===== src/rtl/star_front.sv =====
// ----------------------------------------------------------------------------
// star_front: command intake
// Accepts input transactions and queues them in a two-entry FIFO for the back.
// ----------------------------------------------------------------------------
`default_nettype none
module star_front #(
  parameter type T = logic
) (
  input  wire logic clk,
  input  wire logic rst_n,
  input  wire logic in_valid,
  output logic      in_ready,
  input  wire T     in_data,
  output logic      q_valid,
  input  wire logic q_pop,
  output T          q_data
);
  T            slot_r [2];
  logic        wp_r, rp_r;
  logic [1:0]  cnt_r;
  logic        push;

  assign in_ready = (cnt_r != 2'd2);
  assign push     = in_valid && in_ready;
  assign q_valid  = (cnt_r != 2'd0);
  assign q_data   = slot_r[rp_r];

  always_ff @(posedge clk) begin
    if (push) begin
      slot_r[wp_r] <= in_data;
    end
    if (!rst_n) begin
      wp_r  <= 1'b0;
      rp_r  <= 1'b0;
      cnt_r <= 2'd0;
    end else begin
      if (push) begin
        wp_r <= ~wp_r;
      end
      if (q_pop) begin
        rp_r <= ~rp_r;
      end
      cnt_r <= cnt_r + {1'b0, push} - {1'b0, q_pop};
    end
  end
endmodule
`default_nettype wire


===== config.mk =====
export PLATFORM = sky130hd
export DESIGN_NAME = star_front
export DESIGN_NICKNAME = d
export VERILOG_FILES = /design/src/rtl/star_front.sv
export SDC_FILE = /design/constraint.sdc
export NUM_CORES = 1
export LEC_CHECK = 0
export ABC_AREA = 1
export BUFFER_PORTS_ARGS = -buffer_cell sky130_fd_sc_hd__buf_4
export CORE_AREA = 2 2 39 41
export DETAILED_ROUTE_END_ITERATION = 10
export DIE_AREA = 0 0 41 43
export PLACE_DENSITY = 0.5
export SYNTH_ARGS = -nofsm -noshare
export SYNTH_HDL_FRONTEND = slang
export SYNTH_SLANG_ARGS = --single-unit

===== constraint.sdc =====
create_clock -name clk -period 2.2 [get_ports clk]
set_input_delay 0.44 -clock clk [delete_from_list [all_inputs] [get_ports clk]]
set_output_delay 0.44 -clock clk [all_outputs]
set_load 0.02 [all_outputs]

# After elaboration in Yosys (flattened, before gate mapping)
# Memories as Yosys holds them, arrays and structs flattened. A register that Yosys moved wholly into a read port is not among the register bits.
# Index checks and enable logic that the tools add are counted.
[op_classes]
muxes = 4
n_eq_ne = 1
n_reduce_logical = 2
bitwise = 2
n_addsub = 2
[op_table]
columns = ["operator", "count"]
rows = [
  ["1-bit two-way mux", 4],
  ["2-bit by 1-bit adder with 2-bit output", 1],
  ["2-bit != test (second input constant)", 1],
  ["1-bit NOT", 2],
  ["2-bit nonzero test", 1],
  ["2-bit by 1-bit subtractor with 2-bit output", 1],
  ["1-bit logical AND", 1],
]
[word_totals]
ram_bits = 2
reg_bits = 4
memories = 1
out_inout_bits = 3
word_cells = 15
in_bits = 5
[memory_table]
columns = ["name", "depth", "word_bits", "rd", "rd_clocked_by_memory_dff", "write_ports", "line_no", "source"]
rows = [
  ["slot_r", 2, 1, 1, 1, 1, "18", "T slot_r [2];"],
]

# Depth between registers and ports, before layout
# Gate-level depths: netlist of the first run.
[logic_depth]
word_depth = 4
ltp_mapped = 11
ltp_nobuf = 11

# Least setup slack after synthesis of the first run
# No wires, ideal clock.
[synth_path]
kind = "register to register"
from = "reg cnt_r[0]"
to = "reg cnt_r[1]"
path_slack_ns = 0.871
arrival_time_ns = 1.212
setup_time_ns = 0.117
stages_incl_launch_ff = 12
required_ns = 2.083
path_cell_list = "dfxtp_1 > inv_1 > nand2_2 > nand2_4 > xnor2_1 > ha_1 > inv_1 > nand2_1 > nand2_1 > inv_1 > nand2_1 > a21oi_2"
[synth_between]
elab_chain_len = 4
[synth_lines]
columns = ["element", "line_no", "source"]
rows = [
  ["start: declaration", "20", "logic [1:0] cnt_r;"],
  ["start signal: assignment", "43", "cnt_r <= cnt_r + {1'b0, push} - {1'b0, q_pop};"],
  ["2-bit != test", "23", "assign in_ready = (cnt_r != 2'd2);"],
  ["via in_ready", "12", "output logic in_ready,"],
  ["1-bit logical AND", "24", "assign push = in_valid && in_ready;"],
  ["2-bit by 1-bit adder with 2-bit output", "43", ""],
  ["2-bit by 1-bit subtractor with 2-bit output", "43", ""],
]
# The timed path passes the listed nets, and every way through them passes these cells.
# A chain may end at the register's enable or synchronous reset.

==> results.json, run 1 <==
{
  "outcome": "finished, final reports clean",
  "first_global_vias": 204,
  "dp_cells": 58,
  "ctsHoldBuffers": 0,
  "via_per_inst": 3.774,
  "synth.area.mux_share_pct": 3.488,
  "drv_cap": 0,
  "syn2layout_area_growth_pct": 30.62,
  "finalSetupTns_ns": 0,
  "synth_top_area_share_pct": 31.01,
  "critical_path.top_delay_family": "multiplexers",
  "start_kind": "flop",
  "antenna_found_initial": 0,
  "clk_path_buf_depth": 2,
  "fin_ws_ns": 0.7219,
  "seq_power_share_pct": 41.8,
  "ant_nets": 0,
  "power_density_mw_per_mm2": 900.9,
  "syn_inst": 35,
  "finalCriticalPeriod_ns": 1.478,
  "io_pins": 8,
  "grt_usage_pct": 8.342,
  "drive_gt1_share_pct": 36.96,
  "core_mm2": 0.001384,
  "synth_top_family_by_area": "simple AND/OR/NAND/NOR gates",
  "slew_violations": 0,
  "dp_worst_setup_slack_ns": 0.7865,
  "crit_arrival_ns": 1.04,
  "grt-ovfl-total": 0,
  "cts_setup_buffers": 0,
  "rsz0062_at_grt": "false",
  "syn-num-nets": 41,
  "nets": 53,
  "netSwitchingFraction_pct": 30.24,
  "cpMaxStageDelayCell": "mux2_2",
  "ys_warn_count": 0,
  "period_share_pct": 67.19,
  "cp_max_fo": 1,
  "cts_tree": "done",
  "p_int_w": 0.0002650,
  "wl_per_cell_um": 8.371,
  "die_x_um": 41,
  "synthSimpleGateAreaFrac_pct": 25.19,
  "synth-adder-area-share_pct": 3.876,
  "h-tree-depth": 1,
  "cp.required_ns": 1.76,
  "peakVddDrop_mv": 0.2123,
  "cts_buffers": 3,
  "numClockSinks": 7,
  "p_comb_share_pct": 27.6,
  "reg2regPathDepth": 11,
  "max_stage_delay_ns": 0.32,
  "port_buffers": 7,
  "critPathBufInv": 1,
  "drt_iter0_drc": 8,
  "fmax_mhz": 676.5,
  "first_pass_iters": 4,
  "cp_cell_sequence": "mux2_2 > buf_4",
  "avgSynthCellArea_um2": 9.223,
  "clock-skew-final_ns": 0.0007598,
  "clk_root_buffer_cell": "clkbuf_4",
  "hold_depth": 3,
  "ys_seq_area_share_pct": 49.61,
  "power.total_w": 0.0003799,
  "wl_um": 519,
  "die_h_um": 43,
  "dieArea_mm2": 0.001763,
  "core.rowCount": 14,
  "synth_area_leader_cell": "dfxtp_1",
  "cts_resized": 0,
  "synth-compound-area-share_pct": 4.264,
  "initial_utilization_pct": 23.33,
  "num_vias": 234,
  "place.gp.congestion": 0.6593,
  "critPathKind": "reg -> out",
  "synth_common_cells": "inv_1, nand2_1, dfxtp_1, nor2_1",
  "clk_pin_slew_ns": 0.05,
  "drc_errors": 0,
  "grt_max_degree": 6,
  "async_flop_share_pct": 0,
  "hold_path_class": "in -> reg",
  "synth-seq-cells": 7,
  "finalNonFillerCells": 62,
  "switching_power_w": 0.0001149,
  "synth-main-ff-cell": "dfxtp_1",
  "worst_slew_pin_slew_ns": 0.1965,
  "synth_area_um2": 322.8,
  "p_leak_nw": 0.1983,
  "dp_hpwl_um": 423.4,
  "synth.distinct_cells": 15,
  "insertedDiodeCount": 0,
  "pwr-share-clk_pct": 30.6,
  "synthTopCellsByArea": "dfxtp_1, edfxtp_1, inv_1",
  "yosys.area_share.xor_xnor_pct": 5.426,
  "hold_viol": 0,
  "clk_latency_ns": 0.25,
  "max-slew-margin-rel_pct": 86.80,
  "grt_pass1_wl_um": 841,
  "path_depth": 2,
  "synth_edf_count": 2,
  "finalSetupViolCount": 0,
  "end_kind": "output port"
}
-- per-layer routing --
layer  global-route usage, %  up-vias  part of all wire, %
li1                        -      129                    -
met1                   10.65       97                   45
met2                   8.125        6                   45
met3                   3.141        2                  5.8
met4                   12.00        0                  3.7
met5                       0        -                    0
-- layout make-up --
class / count / area [um^2]
fill: 148 / 962.2
sequential: 7 / 160.2
multi-input combinational: 21 / 136.4
timing repair buffer: 7 / 52.55
clock buffer: 4 / 26.28
inverter: 7 / 26.28
tap: 16 / 20.02
-- path summary, 6_finish.rpt --
| check | from | end | slack (ns) |
|---|---|---|---|
| worst min register to register | rp_r$_SDFFE_PN0P_ | flop | 0.52 |
| worst max-delay path | flop | q_data | 0.72 |
| worst min-delay path | rst_n | cnt_r[0]$_SDFF_PN0_ | 0.38 |
| worst max register to register | cnt_r[0]$_SDFF_PN0_ | cnt_r[1]$_SDFF_PN0_ | 0.87 |
-- metrics by stage --
stage          hold WS, ns  utilization (%)  area, um^2
2_1_floorplan       0.4799                -       322.8
3_3_place_gp        0.4960            28.57       395.4
6_report            0.3767            30.47       421.7
5_1_grt             0.3730            30.47       421.7
3_5_place_dp        0.5083            28.57       395.4
4_1_cts             0.3692            30.47       421.7
-- worst min-delay path, stage by stage --
cell and delay [ns]:
buf_4 0.08, nand2_1 0.04, inv_1 0.04
-- cells by family (layout without fill, tap and decap cells) --
| logic type | Yosys count | count (layout) |
|---|---|---|
| buffers and inverters | 7 | 18 |
| muxes | 1 | 1 |
| AOI/OAI and AO/OA | 2 | 2 |
| and+or+nand+nor | 15 | 15 |
| xor gates and xnor gates | 2 | 2 |
| adders and majority gates | 1 | 1 |
| DFF | 7 | 7 |
-- power groups by stage --
stage | clock network [W] | registers, W | logic (W)
CTS | 0.000122 | 0.000159 | 0.000107
floorplan | 0 | 0.000160 | 0.0000740
global placement | 0 | 0.000162 | 0.000105
global route | 0.000128 | 0.000161 | 0.000119
detailed placement | 0 | 0.000162 | 0.000107
finish | 0.000116 | 0.000159 | 0.000105
-- cell usage in the layout, fill, tap and decap left out, drive strengths merged --
cell / n
nand3: 1
dfxtp: 5
nor3: 1
edfxtp: 2
xnor2: 2
nor2: 4
nand2: 9
mux2: 1
clkbuf: 4
a21oi: 2
buf: 7
ha: 1
inv: 7
Power figures use the tool's default switching activity.
==> run 2, diff against run 1 <==
==> constraint.sdc (replaced) <==
create_clock -name clk -period 1.43 [get_ports clk]
set_input_delay 0.286 -clock clk [delete_from_list [all_inputs] [get_ports clk]]
set_output_delay 0.286 -clock clk [all_outputs]
set_load 0.02 [all_outputs]
==> run 2 against run 1 <==
Compared with the run above:
- sequential power up 55%
- flip-flop and latch count stayed put
- critical path depth stayed put
- critical endpoint unchanged
- cell count unchanged
- highest routed layer unchanged
- setup slack lost 0.61 ns
- largest power group unchanged
- largest cell class unchanged
==> results.json, run 2 (synthesis gave the netlist of run 1 again) <==
{
  "outcome": "finished, final reports clean",
  "syn2layout_area_growth_pct": 34.88,
  "die_x_um": 41,
  "dp_hpwl_um": 403.7,
  "grt_pass1_wl_um": 752,
  "p_leak_nw": 0.2027,
  "slew_violations": 0,
  "cts_tree": "done",
  "cts_resized": 0,
  "layout_common_cells": "inv_1, buf_4, nand2_1",
  "finalCriticalPeriod_ns": 1.322,
  "drc_errors": 0,
  "max-slew-margin-rel_pct": 87.48,
  "cp_max_fo": 1,
  "nets": 53,
  "antenna_found_initial": 0,
  "end_kind": "output port",
  "fmax_mhz": 756.6,
  "ctsHoldBuffers": 0,
  "clock-skew-final_ns": 0.001723,
  "numClockSinks": 7,
  "wl_um": 489,
  "io_pins": 8,
  "power.total_w": 0.0005823,
  "insertedDiodeCount": 0,
  "period_share_pct": 92.42,
  "start_kind": "flop",
  "drt_iter0_drc": 1,
  "num_vias": 235,
  "worst_slew_pin_slew_ns": 0.1864,
  "hold_depth": 1,
  "cp.required_ns": 1.14,
  "h-tree-depth": 1,
  "grt_max_degree": 6,
  "via_per_inst": 3.790,
  "clk_latency_ns": 0.24,
  "finalSetupViolCount": 0,
  "initial_utilization_pct": 23.33,
  "ant_nets": 0,
  "first_pass_iters": 2,
  "core.rowCount": 14,
  "hold_viol": 0,
  "die_h_um": 43,
  "drv_cap": 0,
  "peakVddDrop_mv": 0.3451,
  "dieArea_mm2": 0.001763,
  "hold_path_class": "in -> reg",
  "first_global_vias": 213,
  "dp_worst_setup_slack_ns": 0.08401,
  "power_density_mw_per_mm2": 1337,
  "final_cell_area_um2": 435.4,
  "grt_usage_pct": 7.265,
  "clk_root_buffer_cell": "clkbuf_4",
  "port_buffers": 7,
  "reg2regPathDepth": 11,
  "place.gp.congestion": 0.6722,
  "drive_gt1_share_pct": 45.65,
  "critPathKind": "reg -> out",
  "wl_per_cell_um": 7.887,
  "grt-ovfl-total": 0,
  "postPlaceCellArea_um2": 395.4,
  "cts_setup_buffers": 0,
  "clk_path_buf_depth": 2,
  "clk_pin_slew_ns": 0.05,
  "n_fill_cell": 143,
  "cts_buffers": 3,
  "core_mm2": 0.001384,
  "crit_arrival_ns": 1.04,
  "fin_ws_ns": 0.1084
}
run 2: where the power goes:
| group | total, W | leakage, nW | internal [W] | switching, W |
|---|---|---|---|---|
| clock network | 0.000167 | 0.0150 | 0.000106 | 0.0000609 |
| logic | 0.000169 | 0.127 | 0.0000751 | 0.0000942 |
| registers | 0.000246 | 0.0605 | 0.000233 | 0.0000137 |
| total | 0.000582 | 0.203 | 0.000414 | 0.000169 |
run 2: critical path, stage by stage, from the launching register on:
cell and delay (ns):
dfxtp_1 0.32, mux2_2 0.33, buf_4 0.15
run 2: stage by stage:
stage	setup TNS, ns	utilization, %	cells	hold WS (ns)
detailed placement	0	28.57	58	0.4788
floorplan	0	-	35	0.3795
finish	0	31.46	62	0.2339
global route	-0.004843	31.46	62	0.2169
CTS	0	30.47	62	0.2269
global placement	0	28.57	58	0.4745
run 2: area by class of cell:
| cell class | instances | area, um^2 | share of cell area (%) |
|---|---|---|---|
| clock buffers | 4 | 26.28 | 6.034 |
| inverters | 7 | 26.28 | 6.034 |
| multi-input cells | 21 | 148.9 | 34.20 |
| flip-flops and latches | 7 | 161.4 | 37.07 |
| well taps | 16 | 20.02 | 4.598 |
| repair buffers | 7 | 52.55 | 12.07 |
run 2: final timing paths:
kind	slack (ns)	to	from
min	0.23	slot_r[1]$_DFFE_PP_	in_data
min reg2reg	0.51	rp_r$_SDFFE_PN0P_	rp_r$_SDFFE_PN0P_
max reg2reg	0.14	cnt_r[1]$_SDFF_PN0_	cnt_r[0]$_SDFF_PN0_
max	0.11	q_data	flop
run 2: layer usage:
metal  up-vias  global-route usage (%)  part of all wire (%)
li1        128                       -                     -
met1        99                   6.863                    40
met2         6                   9.375                    50
met3         2                   3.141                   5.5
met4         0                   10.00                   3.9
met5         -                       0                     0
